[src/rtl/texture_sample_address_and_weights_core_macros.svh]
// Assertion macros for the texture sample addressing core.
// Used by the RTL files that carry concurrent checks; depends on nothing else.
`ifndef TEXTURE_SAMPLE_ADDRESS_AND_WEIGHTS_CORE_MACROS_SVH
`define TEXTURE_SAMPLE_ADDRESS_AND_WEIGHTS_CORE_MACROS_SVH

`ifndef SYNTHESIS
// Same-cycle implication, disabled while reset is held.
`define TSAW_ASSERT_IMPL(label, clk, rst_n, ante, cons) \
  label: assert property (@(posedge clk) disable iff (!rst_n) (ante) |-> (cons)) \
    else $error("assertion failed: implication");
// Next-cycle implication, disabled while reset is held.
`define TSAW_ASSERT_NEXT(label, clk, rst_n, ante, cons) \
  label: assert property (@(posedge clk) disable iff (!rst_n) (ante) |=> (cons)) \
    else $error("assertion failed: next-cycle implication");
`else
`define TSAW_ASSERT_IMPL(label, clk, rst_n, ante, cons)
`define TSAW_ASSERT_NEXT(label, clk, rst_n, ante, cons)
`endif

`endif

[src/rtl/texsaw_pkg.sv]
// Shared types, codes and helpers of the texture sample addressing core.
// No dependencies; imported by texsaw_axis and the top level.
package texsaw_pkg;

  // Register indexes of the configuration port
  localparam int            CFG_IDX_W         = 3;
  localparam int            CFG_DATA_W        = 13;
  localparam logic [2:0]    REG_ADDRESS_MODE  = 3'd0;
  localparam logic [2:0]    REG_FILTER_MODE   = 3'd1;
  localparam logic [2:0]    REG_MIPMAP_MODE   = 3'd2;
  localparam logic [2:0]    REG_TEX_WIDTH     = 3'd3;
  localparam logic [2:0]    REG_TEX_HEIGHT    = 3'd4;
  localparam logic [2:0]    REG_MAX_MIP_LEVEL = 3'd5;

  // Default parameter values
  localparam int UV_FRAC_BITS_DEF = 16;
  localparam int TEX_DIM_BITS_DEF = 12;

  // Fixed field widths
  localparam int COORD_W  = 24;
  localparam int TEXEL_W  = 12;
  localparam int LEVEL_W  = 4;
  localparam int WEIGHT_W = 17;
  localparam int TDIM_W   = 13;

  localparam logic [WEIGHT_W-1:0] Q16_ONE = 17'h10000;

  typedef enum logic [1:0] {
    ADDR_REPEAT = 2'd0,
    ADDR_MIRROR = 2'd1,
    ADDR_CLAMP  = 2'd2,
    ADDR_BORDER = 2'd3
  } addr_mode_t;

  localparam logic [1:0] MIP_BASE    = 2'd0;
  localparam logic [1:0] MIP_NEAREST = 2'd1;
  localparam logic [1:0] MIP_BLEND   = 2'd2;

  // Control into one axis unit
  typedef struct packed {
    logic wrap;
    logic bilinear;
  } axis_ctl_t;

  // Result of one axis unit
  typedef struct packed {
    logic [TEXEL_W-1:0]  i0;
    logic [TEXEL_W-1:0]  i1;
    logic [WEIGHT_W-1:0] w;
  } axis_res_t;

  // Convert a weight with frac fraction bits to Q1.16
  function automatic logic [WEIGHT_W-1:0] to_q16(logic [47:0] w, int frac);
    logic [47:0] t;
    t = (w << ((frac < 16) ? (16 - frac) : 0)) >> ((frac >= 16) ? (frac - 16) : 0);
    return WEIGHT_W'(t);
  endfunction

endpackage

[src/rtl/texsaw_axis.sv]
// One texture axis: texel pair and weight at one level for point or bilinear.
// Depends on texsaw_pkg for the control and result structs and to_q16.
module texsaw_axis #(
  parameter int UV_FRAC_BITS = texsaw_pkg::UV_FRAC_BITS_DEF,
  parameter int TEX_DIM_BITS = texsaw_pkg::TEX_DIM_BITS_DEF
) (
  input  logic [UV_FRAC_BITS:0]   coord,
  input  logic [TEX_DIM_BITS:0]   size,
  input  texsaw_pkg::axis_ctl_t   ctl,
  output texsaw_pkg::axis_res_t   res
);
  import texsaw_pkg::*;

  localparam int UV = UV_FRAC_BITS;
  localparam int DW = TEX_DIM_BITS + 1;
  localparam int PW = UV + 1 + DW;
  localparam logic [UV:0]   ONE      = {1'b1, {UV{1'b0}}};
  localparam logic [UV-1:0] HALF     = {1'b1, {(UV-1){1'b0}}};
  localparam logic [UV:0]   ONE_HALF = {2'b11, {(UV-1){1'b0}}};

  logic [PW-1:0] prod;
  logic [DW:0]   k;
  logic [UV-1:0] r;
  logic [DW:0]   nm1;
  logic [DW:0]   i0;
  logic [DW:0]   i1;
  logic [UV:0]   wraw;
  logic          full;

  // Scale the coordinate by the level size
  assign prod = PW'(coord) * PW'(size);
  assign k    = prod[PW-1:UV];
  assign r    = prod[UV-1:0];
  assign nm1  = (DW + 1)'(size) - 1'b1;

  always_comb begin
    full = 1'b0;
    wraw = '0;
    i0   = k;
    i1   = k;
    if (!ctl.bilinear) begin
      // Point: nearest texel, limited to the last one
      full = 1'b1;
      i0   = (k > nm1) ? nm1 : k;
      i1   = i0;
    end else if (coord >= ONE) begin
      // Right or bottom edge: last texel alone
      full = 1'b1;
      i0   = nm1;
      i1   = nm1;
    end else if (r < HALF) begin
      // Left half of the texel: pair with the previous one
      wraw = (UV + 1)'(HALF - r);
      i1   = k;
      if (ctl.wrap && k == '0) begin
        i0 = nm1;
      end else begin
        i0 = (k != '0) ? k - 1'b1 : '0;
      end
    end else begin
      // Right half: pair with the next one
      wraw = ONE_HALF - (UV + 1)'(r);
      i0   = k;
      if (ctl.wrap && k == nm1) begin
        i1 = '0;
      end else begin
        i1 = (k + 1'b1 > nm1) ? nm1 : k + 1'b1;
      end
    end
  end

  assign res.i0 = TEXEL_W'(i0);
  assign res.i1 = TEXEL_W'(i1);
  assign res.w  = full ? Q16_ONE : to_q16(48'(wraw), UV);

endmodule

[src/rtl/texture_sample_address_and_weights_core.sv]
// Top level of the texture sample addressing core: registers, address mapping,
// mip selection and result stage. Depends on texsaw_pkg, texsaw_axis, macros.
//
//  channel | direction | handshake          | payload
//  --------+-----------+--------------------+-----------------------------------
//  in_     | slave     | in_tvalid/tready   | in_tdata: u, v, ddx_u, ddy_v
//  out_    | master    | out_tvalid/tready  | out_tdata, out_tuser, out_tlast
//  cfg_    | write     | cfg_we             | cfg_index, cfg_data
//
// Three register stages: input, scale (after the derivative multipliers) and
// result (after the per-axis multipliers). One request per cycle in base and
// nearest mip modes unless the output stalls; in blend mode the scale stage
// emits two results (one for a border) and takes the next request after both.
// Reset is synchronous and clears the valid flags and config registers. A
// stalled output holds its result; earlier stages fill until full, then hold.
module texture_sample_address_and_weights_core #(
  parameter int UV_FRAC_BITS = texsaw_pkg::UV_FRAC_BITS_DEF,
  parameter int TEX_DIM_BITS = texsaw_pkg::TEX_DIM_BITS_DEF
) (
  input  logic                              clk,
  input  logic                              rst_n,
  // configuration
  input  logic                              cfg_we,
  input  logic [texsaw_pkg::CFG_IDX_W-1:0]  cfg_index,
  input  logic [texsaw_pkg::CFG_DATA_W-1:0] cfg_data,
  // requests
  input  logic                              in_tvalid,
  output logic                              in_tready,
  // u_coord[23:0], v_coord[47:24], ddx_u[71:48], ddy_v[95:72]
  input  logic [95:0]                       in_tdata,
  // results
  output logic                              out_tvalid,
  input  logic                              out_tready,
  // texel_x0[11:0], texel_x1[23:12], texel_y0[35:24], texel_y1[47:36],
  // mip_level[51:48], weight_u[68:52], weight_v[85:69], mip_weight[102:86], zero
  output logic [103:0]                      out_tdata,
  // use_border[0]
  output logic                              out_tuser,
  output logic                              out_tlast
);
  import texsaw_pkg::*;

`include "texture_sample_address_and_weights_core_macros.svh"

  localparam int UV  = UV_FRAC_BITS;
  localparam int DW  = TEX_DIM_BITS + 1;
  localparam int CW  = ((UV + 3) > 26) ? (UV + 3) : 26;
  localparam int PW  = COORD_W + DW + 1;
  localparam int SW  = PW - 1;
  localparam int KW  = SW - UV;
  localparam int EW  = (TDIM_W > DW) ? TDIM_W : DW;
  localparam int LIM = 1 << TEX_DIM_BITS;
  localparam logic signed [CW-1:0] ONE_S = CW'(1) <<< UV;
  localparam logic [UV:0]          ONE   = {1'b1, {UV{1'b0}}};
  localparam logic [UV-1:0]        HALF  = {1'b1, {(UV-1){1'b0}}};

  // ---------------------------------------------------------------- config
  addr_mode_t          addr_mode_r;
  logic                filter_mode_r;
  logic [1:0]          mipmap_mode_r;
  logic [TDIM_W-1:0]   tex_width_r;
  logic [TDIM_W-1:0]   tex_height_r;
  logic [LEVEL_W-1:0]  max_mip_r;

  // Take register writes; unknown indexes are dropped
  always_ff @(posedge clk) begin
    if (!rst_n) begin
      addr_mode_r   <= ADDR_REPEAT;
      filter_mode_r <= 1'b0;
      mipmap_mode_r <= MIP_BASE;
      tex_width_r   <= 13'd256;
      tex_height_r  <= 13'd256;
      max_mip_r     <= '0;
    end else if (cfg_we) begin
      unique case (cfg_index)
        REG_ADDRESS_MODE:  addr_mode_r   <= addr_mode_t'(cfg_data[1:0]);
        REG_FILTER_MODE:   filter_mode_r <= cfg_data[0];
        REG_MIPMAP_MODE:   mipmap_mode_r <= cfg_data[1:0];
        REG_TEX_WIDTH:     tex_width_r   <= cfg_data;
        REG_TEX_HEIGHT:    tex_height_r  <= cfg_data;
        REG_MAX_MIP_LEVEL: max_mip_r     <= cfg_data[LEVEL_W-1:0];
        default: ;
      endcase
    end
  end

  // Saturate a texture dimension to [1, 2^TEX_DIM_BITS]
  function automatic logic [DW-1:0] sat_dim(logic [TDIM_W-1:0] d);
    logic [EW-1:0] de;
    de = EW'(d);
    if (de == '0) begin
      return DW'(1);
    end else if (de > EW'(LIM)) begin
      return DW'(LIM);
    end
    return DW'(de);
  endfunction

  logic [DW-1:0] wd_sat;
  logic [DW-1:0] ht_sat;
  assign wd_sat = sat_dim(tex_width_r);
  assign ht_sat = sat_dim(tex_height_r);

  // ---------------------------------------------------------------- handshake
  logic a_valid_r;
  logic b_valid_r;
  logic b_phase_r;
  logic out_valid_r;
  logic out_load;
  logic b_last;
  logic b_load;
  logic a_load;

  assign out_load  = b_valid_r && (!out_valid_r || out_tready);
  assign b_load    = a_valid_r && (!b_valid_r || (out_load && b_last));
  assign in_tready = !a_valid_r || b_load;
  assign a_load    = in_tvalid && in_tready;

  always_ff @(posedge clk) begin
    if (!rst_n) begin
      a_valid_r   <= 1'b0;
      b_valid_r   <= 1'b0;
      b_phase_r   <= 1'b0;
      out_valid_r <= 1'b0;
    end else begin
      if (a_load) begin
        a_valid_r <= 1'b1;
      end else if (b_load) begin
        a_valid_r <= 1'b0;
      end
      if (b_load) begin
        b_valid_r <= 1'b1;
        b_phase_r <= 1'b0;
      end else if (out_load) begin
        b_valid_r <= !b_last;
        b_phase_r <= !b_last;
      end
      if (out_load) begin
        out_valid_r <= 1'b1;
      end else if (out_tready) begin
        out_valid_r <= 1'b0;
      end
    end
  end

  // ---------------------------------------------------------------- input stage
  logic signed [COORD_W-1:0] a_u_r;
  logic signed [COORD_W-1:0] a_v_r;
  logic signed [COORD_W-1:0] a_dx_r;
  logic signed [COORD_W-1:0] a_dy_r;

  always_ff @(posedge clk) begin
    if (a_load) begin
      a_u_r  <= in_tdata[23:0];
      a_v_r  <= in_tdata[47:24];
      a_dx_r <= in_tdata[71:48];
      a_dy_r <= in_tdata[95:72];
    end
  end

  // Out-of-range test for clamp to border
  function automatic logic outside(logic signed [COORD_W-1:0] c);
    logic signed [CW-1:0] ce;
    ce = CW'(c);
    return (ce < 0) || (ce > ONE_S);
  endfunction

  // Map a raw coordinate into [0, ONE] by the address mode
  function automatic logic [UV:0] map_coord(logic signed [COORD_W-1:0] c, addr_mode_t m);
    logic signed [CW-1:0] ce;
    logic [CW-1:0]        mag;
    logic [UV:0]          t;
    logic [UV+1:0]        refl;
    ce   = CW'(c);
    mag  = (ce < 0) ? CW'(-ce) : CW'(ce);
    t    = mag[UV:0];
    refl = {1'b1, {(UV+1){1'b0}}} - (UV + 2)'(t);
    unique case (m)
      ADDR_REPEAT: return {1'b0, ce[UV-1:0]};
      ADDR_MIRROR: return t[UV] ? refl[UV:0] : t;
      default: begin
        if (ce < 0) begin
          return '0;
        end else if (ce > ONE_S) begin
          return ONE;
        end
        return ce[UV:0];
      end
    endcase
  endfunction

  logic                 border_a;
  logic [UV:0]          u_map_a;
  logic [UV:0]          v_map_a;
  logic signed [PW-1:0] sx_a;
  logic signed [PW-1:0] sy_a;
  logic signed [PW-1:0] smax_a;
  logic [SW-1:0]        s_a;

  // Map coordinates and scale the derivatives by the texture size
  assign border_a = (addr_mode_r == ADDR_BORDER) && (outside(a_u_r) || outside(a_v_r));
  assign u_map_a  = map_coord(a_u_r, addr_mode_r);
  assign v_map_a  = map_coord(a_v_r, addr_mode_r);
  assign sx_a     = PW'(a_dx_r) * $signed(PW'(wd_sat));
  assign sy_a     = PW'(a_dy_r) * $signed(PW'(ht_sat));
  assign smax_a   = (sx_a > sy_a) ? sx_a : sy_a;
  assign s_a      = smax_a[PW-1] ? '0 : smax_a[SW-1:0];

  // ---------------------------------------------------------------- scale stage
  logic          b_border_r;
  logic [UV:0]   b_u_r;
  logic [UV:0]   b_v_r;
  logic [SW-1:0] b_s_r;

  always_ff @(posedge clk) begin
    if (b_load) begin
      b_border_r <= border_a;
      b_u_r      <= u_map_a;
      b_v_r      <= v_map_a;
      b_s_r      <= s_a;
    end
  end

  logic [KW-1:0]       k_b;
  logic [UV-1:0]       f_b;
  logic [LEVEL_W-1:0]  lvl_k;
  logic [LEVEL_W-1:0]  lvl_km1;
  logic [LEVEL_W-1:0]  lvl_b;
  logic [WEIGHT_W-1:0] w_lo_b;
  logic [WEIGHT_W-1:0] mw_b;
  logic [DW-1:0]       w_sh;
  logic [DW-1:0]       h_sh;
  logic [DW-1:0]       lvl_w;
  logic [DW-1:0]       lvl_h;

  // Pick the level and the level weight for this result
  assign k_b     = b_s_r[SW-1:UV];
  assign f_b     = b_s_r[UV-1:0];
  assign lvl_k   = (k_b > KW'(max_mip_r)) ? max_mip_r : LEVEL_W'(k_b);
  assign lvl_km1 = (k_b == '0) ? '0 :
                   (k_b > KW'(max_mip_r)) ? max_mip_r : LEVEL_W'(k_b - 1'b1);
  assign w_lo_b  = to_q16(48'(ONE - (UV + 1)'(f_b)), UV);
  assign b_last  = b_border_r || (mipmap_mode_r != MIP_BLEND) || b_phase_r;

  always_comb begin
    unique case (mipmap_mode_r)
      MIP_NEAREST: begin
        lvl_b = (f_b > HALF) ? lvl_k : lvl_km1;
        mw_b  = Q16_ONE;
      end
      MIP_BLEND: begin
        lvl_b = b_phase_r ? lvl_k : lvl_km1;
        mw_b  = b_phase_r ? (Q16_ONE - w_lo_b) : w_lo_b;
      end
      default: begin
        lvl_b = '0;
        mw_b  = Q16_ONE;
      end
    endcase
  end

  // Level size, kept at least one texel
  assign w_sh  = wd_sat >> lvl_b;
  assign h_sh  = ht_sat >> lvl_b;
  assign lvl_w = (w_sh == '0) ? DW'(1) : w_sh;
  assign lvl_h = (h_sh == '0) ? DW'(1) : h_sh;

  axis_ctl_t axis_ctl;
  axis_res_t res_x;
  axis_res_t res_y;

  assign axis_ctl.wrap     = (addr_mode_r == ADDR_REPEAT);
  assign axis_ctl.bilinear = filter_mode_r;

  texsaw_axis #(
    .UV_FRAC_BITS (UV_FRAC_BITS),
    .TEX_DIM_BITS (TEX_DIM_BITS)
  ) u_axis_x (
    .coord (b_u_r),
    .size  (lvl_w),
    .ctl   (axis_ctl),
    .res   (res_x)
  );

  texsaw_axis #(
    .UV_FRAC_BITS (UV_FRAC_BITS),
    .TEX_DIM_BITS (TEX_DIM_BITS)
  ) u_axis_y (
    .coord (b_v_r),
    .size  (lvl_h),
    .ctl   (axis_ctl),
    .res   (res_y)
  );

  // ---------------------------------------------------------------- result stage
  logic [103:0] out_data_r;
  logic [103:0] out_data_nxt;
  logic         out_border_r;
  logic         out_last_r;

  always_comb begin
    if (b_border_r) begin
      out_data_nxt = {1'b0, Q16_ONE, 86'd0};
    end else begin
      out_data_nxt = {1'b0, mw_b, res_y.w, res_x.w, lvl_b,
                      res_y.i1, res_y.i0, res_x.i1, res_x.i0};
    end
  end

  always_ff @(posedge clk) begin
    if (out_load) begin
      out_data_r   <= out_data_nxt;
      out_border_r <= b_border_r;
      out_last_r   <= b_last;
    end
  end

  assign out_tvalid = out_valid_r;
  assign out_tdata  = out_data_r;
  assign out_tuser  = out_border_r;
  assign out_tlast  = out_last_r;

  // ---------------------------------------------------------------- checks
  `TSAW_ASSERT_IMPL(a_border_single, clk, rst_n, out_valid_r && out_border_r, out_last_r)
  `TSAW_ASSERT_IMPL(a_first_only_blend, clk, rst_n, out_valid_r && !out_last_r,
                    mipmap_mode_r == MIP_BLEND)
  `TSAW_ASSERT_IMPL(a_phase_blend, clk, rst_n, b_valid_r && b_phase_r,
                    (mipmap_mode_r == MIP_BLEND) && !b_border_r)
  `TSAW_ASSERT_NEXT(a_second_follows, clk, rst_n, out_load && !b_last,
                    b_valid_r && b_phase_r)
  `TSAW_ASSERT_IMPL(a_mip_weight_max, clk, rst_n, out_valid_r && out_data_r[102],
                    out_data_r[101:86] == 16'd0)

endmodule
[config.mk]
export PLATFORM = sky130hd
export DESIGN_NAME = texture_sample_address_and_weights_core
export DESIGN_NICKNAME = d
export VERILOG_FILES = /design/src/rtl/texsaw_pkg.sv /design/src/rtl/texsaw_axis.sv /design/src/rtl/texture_sample_address_and_weights_core.sv
export VERILOG_INCLUDE_DIRS = /design/src /design/src/rtl
export SDC_FILE = /design/constraint.sdc
export NUM_CORES = 2
export LEC_CHECK = 0
export ABC_AREA = 1
export BUFFER_PORTS_ARGS = -buffer_cell sky130_fd_sc_hd__buf_2
export CAP_MARGIN = 5
export CORE_UTILIZATION = 35
export DETAILED_ROUTE_END_ITERATION = 10
export GPL_TIMING_DRIVEN = 0
export PLACE_DENSITY = 0.47
export SYNTH_ARGS = -nofsm -noshare
export SYNTH_HDL_FRONTEND = slang
export SYNTH_SLANG_ARGS = --single-unit
[constraint.sdc]
create_clock -name clk -period 11.8 [get_ports clk]
set_input_delay 2.36 -clock clk [delete_from_list [all_inputs] [get_ports clk]]
set_output_delay 2.36 -clock clk [all_outputs]
set_load 0.02 [all_outputs]
* Yosys cells after proc, flatten, opt, wreduce, memory -nomap -nowiden
Cells that the tools add are included.
Word-level totals: memories 0, register bits 313, latch bits 0, bits in read-only memories 0, bits in writable memories 0, logic and storage cells 204
Operators by class: bitwise gates (word level) 3, reduce and logical (&&, ||, !) cells 46, multiplexer cells 78, add/subtract/negate cells 17, magnitude comparators 17, divide/modulo/power cells 0, multipliers 4, shifts and indexed selects 2, equality and inequality tests 12
Operators with widths (count):
- two-way mux 17 bit | 19
- two-way mux 12 bit | 22
- two-way mux 13 bit | 8
- multiplier 24 x 14 -> 38 bit | 2
- case mux 17 bit (2 select lines) | 2
- multiplier 17 x 13 -> 30 bit | 2
- greater-than comparator 14 bit | 4
- logical NOT 13 bit | 4
- subtractor 17 x 16 -> 17 bit, first input constant | 3
- greater-than comparator 24 x 18 -> 1 bit, second input constant | 2
- < comparator 24 x 1 -> 1 bit, second input constant | 2
- greater-than comparator 38 bit | 1
- two-way mux 38 bit | 1
- greater-or-equal comparator 17 bit, second input constant | 2
- negator 17 bit | 2
- subtractor 1 x 17 -> 17 bit, first input constant | 2
- subtractor 16 x 16 -> 17 bit, first input constant | 2
- < comparator 16 bit, second input constant | 2
- adder 14 x 1 -> 14 bit, second input constant | 2
- == test 14 bit | 2
- logical NOT 14 bit | 2
- nonzero test 14 bit | 2
- subtractor 13 x 1 -> 14 bit, second input constant | 2
- greater-than comparator 13 bit, second input constant | 2
- other kinds (26) | 85

* Longest topological paths before layout
word-level depth 16, mapped depth 74, gate-level depth less buffers 72

* By module
Synthesis repeated with hierarchy kept, for this count alone.
Second synthesis, totals: cell total of the unflattened synthesis 8055, area total of the unflattened synthesis 60503.0 µm²
Modules (own cells, without submodules):
- texture_sample_address_and_weights_core | seq. area each 8978.6 µm², times used 1, area each 38580.8 µm², cells each 4586
- texsaw_axis at u_axis_x | seq. area each 0.0 µm², times used 1, area each 11029.3 µm², cells each 1746
- texsaw_axis at u_axis_y | seq. area each 0.0 µm², times used 1, area each 10892.9 µm², cells each 1723

* Least setup slack after synthesis
No wires, ideal clock.
kind register to register, start reg b_s_r[18], end reg out_data_r[17] (netlist: out_tdata[17]) (data pin), data arrival time 9.757 ns, stages on the path, launching flop included 70, setup slack 1.785 ns, library setup time 0.259 ns, buffers on the path 4, cells stage by stage edfxtp_1 -> ha_1 -> nand2_1 -> nand2_1 -> nand2_1 -> nand3_1 -> o21ai_4 -> nand2_2 -> nand3_1 -> nand2_1 -> clkinv_1 -> nand2_2 -> nand2_4 -> buf_2 -> nand3_1 -> nand3_1 -> nand2_1 -> nand2_1 -> [34 not listed] -> nand2_1 -> nor2_1 -> xor2_1 -> inv_1 -> ha_1 -> nand2_1 -> nor4_1 -> nand2_1 -> a21boi_0 -> inv_1 -> clkbuf_1 -> a21oi_1 -> o21ai_0 -> nand2_1 -> nand3_1 -> nand2_1 -> nand2_1 -> nand2_1
Between the ends: word-level cells in the longest chain between the ends 16
RTL lines:
- start: declaration | RTL line texture_sample_address_and_weights_core.sv:213 | logic [SW-1:0] b_s_r;
- start signal: assignment | RTL line texture_sample_address_and_weights_core.sv:220 | b_s_r <= s_a;
- greater-than comparator 21 x 4 -> 1 bit or subtractor 4 x 1 -> 4 bit (tied branches) | RTL line texture_sample_address_and_weights_core.sv:239, texture_sample_address_and_weights_core.sv:241
- two-way mux 4 bit | RTL line texture_sample_address_and_weights_core.sv:241 | (k_b > KW'(max_mip_r)) ? max_mip_r : LEVEL_W'(k_b - 1'b1);
- two-way mux 4 bit | RTL line texture_sample_address_and_weights_core.sv:240 | assign lvl_km1 = (k_b == '0) ? '0 :
- two-way mux 4 bit (on tied branches) | RTL line texture_sample_address_and_weights_core.sv:252, texture_sample_address_and_weights_core.sv:248
- case mux 4 bit (2 select lines) * | RTL line texture_sample_address_and_weights_core.sv:246 | unique case (mipmap_mode_r)
- right shift 13 x 4 -> 13 bit * | RTL line texture_sample_address_and_weights_core.sv:263 | assign w_sh = wd_sat >> lvl_b;
- logical NOT 13 bit | RTL line texture_sample_address_and_weights_core.sv:265 | assign lvl_w = (w_sh == '0) ? DW'(1) : w_sh;
- two-way mux 13 bit * | RTL line texture_sample_address_and_weights_core.sv:265
- multiplier 17 x 13 -> 30 bit | RTL line texsaw_axis.sv:31 | assign prod = PW'(coord) * PW'(size);
- adder 14 x 1 -> 14 bit | RTL line texsaw_axis.sv:67 | i1 = (k + 1'b1 > nm1) ? nm1 : k + 1'b1;
- greater-than comparator 14 bit | RTL line texsaw_axis.sv:67
- two-way mux 12 bit | RTL line texsaw_axis.sv:67
- two-way mux 12 bit | RTL line texsaw_axis.sv:64 | if (ctl.wrap && k == nm1) begin
- two-way mux 12 bit | RTL line texsaw_axis.sv:51 | end else if (r < HALF) begin
- two-way mux 12 bit | RTL line texsaw_axis.sv:46 | end else if (coord >= ONE) begin
- two-way mux 12 bit * | RTL line texsaw_axis.sv:41 | if (!ctl.bilinear) begin
- end signal: assignment | RTL line texture_sample_address_and_weights_core.sv:312 | out_data_r <= out_data_nxt;
- end: declaration | RTL line texture_sample_address_and_weights_core.sv:296 | logic [103:0] out_data_r;
Mark *: on every way between the ends. The rest lies on a longest branch, timed or not. A chain may end at the register's enable or synchronous reset.

* Worst setup path after layout
start reg tex_height_r[7], end reg b_s_r[11] (data pin)
Between the ends: word-level cells in the longest chain between the ends 7
RTL lines:
- start: declaration | RTL line texture_sample_address_and_weights_core.sv:62 | logic [TDIM_W-1:0] tex_height_r;
- start signal: assignment | RTL line texture_sample_address_and_weights_core.sv:80 | REG_TEX_HEIGHT: tex_height_r <= cfg_data;
- greater-than comparator 13 bit | RTL line texture_sample_address_and_weights_core.sv:93 | end else if (de > EW'(LIM)) begin
- two-way mux 1 bit | RTL line texture_sample_address_and_weights_core.sv:93
- two-way mux 1 bit | RTL line texture_sample_address_and_weights_core.sv:91 | if (de == '0) begin
- two-way mux 13 bit * | RTL line texture_sample_address_and_weights_core.sv:96 | return DW'(de);
- multiplier 24 x 14 -> 38 bit * | RTL line texture_sample_address_and_weights_core.sv:205 | assign sy_a = PW'(a_dy_r) * $signed(PW'(ht_sat));
- greater-than comparator 38 bit | RTL line texture_sample_address_and_weights_core.sv:206 | assign smax_a = (sx_a > sy_a) ? sx_a : sy_a;
- two-way mux 38 bit * | RTL line texture_sample_address_and_weights_core.sv:206
Marked as above.

==> qor.yml <==
finalWorstPathRequiredPeriod_ns: 11.20
fillerInstances: 17200
status: "finished, final reports clean"
ctsHtreeMaxLevel: 2
worst_ep_required_time_ns: 12.23
ios: 225
synth_xor_xnor_area_share_pct: 3.24
post-place-cells: 9604
crit_path_start_kind: "flip-flop"
clock_sinks: 312
power-per-cell-area_mw_per_mm2: 171
finalCritPeriodShare_pct: 94.9
yosys-top-cells-area: "sky130_fd_sc_hd__fa_1 32%, sky130_fd_sc_hd__edfxtp_1 14%, sky130_fd_sc_hd__inv_1 9.8%, sky130_fd_sc_hd__ha_1 9.7%, sky130_fd_sc_hd__nand2_1 9.7%"
setup_viol: 0
core_region_area_mm2: 0.163
worstSetupEndpointType: "flip-flop"
numCtsBuffers: 43
fin_ws_ns: 0.601
cp_top_family: "adder cells"
finalSetupTns_ns: 0
drt_first_iter_violations: 3003
rows: 148
fin_total_pwr_mw: 11.0
antenna_violations_before_repair: 5
fp.dieH_um: 406
synth_compound_gate_area_share_pct: 7.12
worstSkewPairLatency_ns: 0.66
multi_input_comb_area_mm2: 0.0424
ys_seq_area_share_pct: 15.7
area_growth_pct: 12.4
synthesis.instances: 7199
synth.ff_latch_count: 312
avgViaCountPerCell: 4.92
critical_path.n_buffers_inverters: 9
dp_hpwl_um: 163000
slew_headroom_pct: 13.8
postSynth.topFlopCell: "sky130_fd_sc_hd__edfxtp_1"
worst_path_max_fanout: 10
ys_async_sr_fraction_pct: 0
hold_class: "flip-flop to flip-flop"
worst_ir_drop_vdd_v: 0.000355
dpl_worst_slack_ns: -2.05
start_util_pct: 35.2
timing.critical_path.slowest_stage_cell: "sky130_fd_sc_hd__fa_1"
clk_path_buf_depth: 3
fin_worst_skew_ns: 0.0338
synth.yosys.warnings: 0
grtUsageTotal_pct: 23.9
worst_pin_slew_ns: 1.29
timing.final.max_slew_violations: 0
count_of_endpoints_failing_hold_in_the_final_timing_report: 0
leakage_nw: 31.2
yosys-mux-area-fraction_pct: 0
layout.cells.non_filler: 9745
synth_top_family_by_area: "adder cells"
worst-setup-path-type: "flip-flop to flip-flop"
synth.lib_cells_used.distinct: 65
synth-simple-area-share_pct: 20.5
post_synth.cell_area_avg_um2: 7.95
number_of_flops_mapped_to_enable_cells_by_yosys: 273
gr_ovfl_total: 0
postCtsHoldBufs: 0
flip_flop_and_latch_area_mm2: 0.00898
drive_above_1_share_pct: 8.80
vias_in_the_first_global_route: 49200
fmaxAchievable_mhz: 89.3
floorplan.die.width_um: 406
arrival_ns: 11.63
detail_route.first_pass.iterations: 5
grt_pass1_wl_um: 299000
netlist.area_leader.share_pct: 31.8
critical-path-max-stage-delay_ns: 0.55
design.die.area_mm2: 0.165
maxCapViolCount: 0
largest_net_degree_at_the_start_of_global_routing: 75
post_synth_fa_ha_maj_area_fraction_pct: 41.6
finalWirelength_um: 195000
finalHoldWorstSlack_ns: 0.489
clock-root-buffer: "sky130_fd_sc_hd__clkbuf_16"
vias: 48000
routedWlPerCell_um: 20.0
clk_transition_reported_paths_ns: 0.06
cts_tree: "built"
drc: 0
synth_area_leader_cell: "sky130_fd_sc_hd__fa_1"
mappedNetlistArea_mm2: 0.0572
routabilityCongestion: 0.960
layout.nets: 9005
antenna_violating_nets_post_route: 0
buffer_ports.inserted: 223
[sequential cells by signal (all words and copies together), names as in the netlist]
name / flops
a_dx_r: 24
a_dy_r: 24
a_u_r: 24
a_v_r: 24
a_valid_r: 1
addr_mode_r: 2
b_border_r: 1
b_phase_r: 1
b_s_r: 37
b_u_r: 17
b_v_r: 17
b_valid_r: 1
filter_mode_r: 1
max_mip_r: 4
mipmap_mode_r: 2
out_tdata: 103
out_tlast: 1
out_tuser: 1
out_tvalid: 1
tex_height_r: 13
tex_width_r: 13
[synth_stat cells, types with 13 or more instances]
library cell / count
sky130_fd_sc_hd__nand2_1: 1473
sky130_fd_sc_hd__xor2_1: 141
sky130_fd_sc_hd__ha_1: 445
sky130_fd_sc_hd__nand2_4: 14
sky130_fd_sc_hd__dfxtp_1: 39
sky130_fd_sc_hd__a21oi_1: 312
sky130_fd_sc_hd__nor2_1: 763
sky130_fd_sc_hd__nand2_2: 13
sky130_fd_sc_hd__buf_2: 23
sky130_fd_sc_hd__edfxtp_1: 273
sky130_fd_sc_hd__nand3_1: 353
sky130_fd_sc_hd__clkbuf_1: 155
sky130_fd_sc_hd__o21ai_0: 199
sky130_fd_sc_hd__nor3_1: 65
sky130_fd_sc_hd__o211ai_1: 30
sky130_fd_sc_hd__buf_1: 42
sky130_fd_sc_hd__inv_2: 16
sky130_fd_sc_hd__nand4_1: 65
sky130_fd_sc_hd__fa_1: 910
sky130_fd_sc_hd__inv_1: 1492
sky130_fd_sc_hd__or2_2: 15
sky130_fd_sc_hd__o21ai_1: 39
sky130_fd_sc_hd__nor4_1: 31
sky130_fd_sc_hd__clkinv_1: 25
sky130_fd_sc_hd__xnor2_1: 67
sky130_fd_sc_hd__a211oi_1: 46
[worst paths after layout]
| check | startpoint | to | slack [ns] | depth (start not counted) |
|---|---|---|---|---|
| hold reg to reg | mipmap_mode_r[1]$_SDFFE_PN0P_ | mipmap_mode_r[1]$_SDFFE_PN0P_ | 0.49 | 2 |
| hold / removal | mipmap_mode_r[1]$_SDFFE_PN0P_ | mipmap_mode_r[1]$_SDFFE_PN0P_ | 0.49 | 2 |
| setup reg to reg | tex_height_r[7]$_SDFFE_PN0P_ | b_s_r[11]$_SDFFCE_PP0P_ | 0.60 | 46 |
| setup / recovery | tex_height_r[7]$_SDFFE_PN0P_ | b_s_r[11]$_SDFFCE_PP0P_ | 0.60 | 46 |
[area by class of cell]
class                      count  area share [%]
antenna                        3          0.0117
sequential                   312            14.0
tap                         2175            4.23
clock buffer                  47            1.76
multi-input combinational   5119            65.9
timing repair buffer         288            2.67
buffer                       236            1.79
clock inverter                32           0.654
inverter                    1533            9.04
[worst register-to-register path: cells and delay by family, from the launching register on]
| family | cells | cell delay (ns) |
|---|---|---|
| AO/OA/AOI/OAI | 13 | 2.78 |
| adder cells (fa/ha/maj) | 7 | 3.14 |
| buffers and inverters | 9 | 1.69 |
| AND/OR/NAND/NOR | 15 | 2.72 |
| XOR/XNOR | 2 | 0.35 |
| flip-flops | 1 | 0.30 |
[per-stage QoR]
| stage | utilization [%] | cell area, µm² |
|---|---|---|
| 2_1_floorplan | - | 57200 |
| 3_3_place_gp | 37.6 | 61100 |
| 3_5_place_dp | 37.6 | 61200 |
| 4_1_cts | 38.9 | 63200 |
| 5_1_grt | 39.6 | 64300 |
| 6_report | 39.6 | 64300 |
[layer usage]
layer / up-vias / global-route usage, % / share of wire [%]
met5: - / 0 / 0
li1: 22900 / - / -
met3: 212 / 2.47 / 5.2
met1: 23700 / 32.9 / 45
met2: 1180 / 39.9 / 47
met4: 0 / 6.50 / 2.8
[cell usage in the layout (no fill, tap or decap), drive strengths merged, types with 10 or more instances in the layout]
cell type / instances
inv: 1510
clkbuf: 201
nand3: 362
nor3: 66
a21boi: 10
o21bai: 12
fa: 910
a31oi: 10
nand2: 1502
o211ai: 30
nand4: 65
clkinv: 35
dfxtp: 39
edfxtp: 273
xnor2: 69
buf: 370
o21ai: 240
xor2: 141
or2: 15
clkinvlp: 11
a21oi: 314
o31ai: 12
nor2: 776
ha: 445
nor4: 31
a211oi: 46
[report_power, final]
group / total [mW] / switching [mW] / internal, mW
logic: 7.85 / 5.21 / 2.65
clock network: 1.47 / 0.578 / 0.893
registers: 1.66 / 0.0910 / 1.56
[cell families (layout without fill, tap and decap cells)]
family,Yosys count,count (layout)
and+or+nand+nor,2830,2830
buffers and inverters,1771,2136
adders and majority gates,1355,1355
AOI/OAI and AO/OA,719,719
DFF,312,312
xor gates and xnor gates,210,210
other,2,8
[timing repair]
action,CTS,global route
resized for setup,113,203
endpoints found under the setup margin,85,81
pin swaps,7,26
buffers inserted,11,50
hold endpoints to repair,0,0
Note: power is estimated with default switching activity, not from simulation.
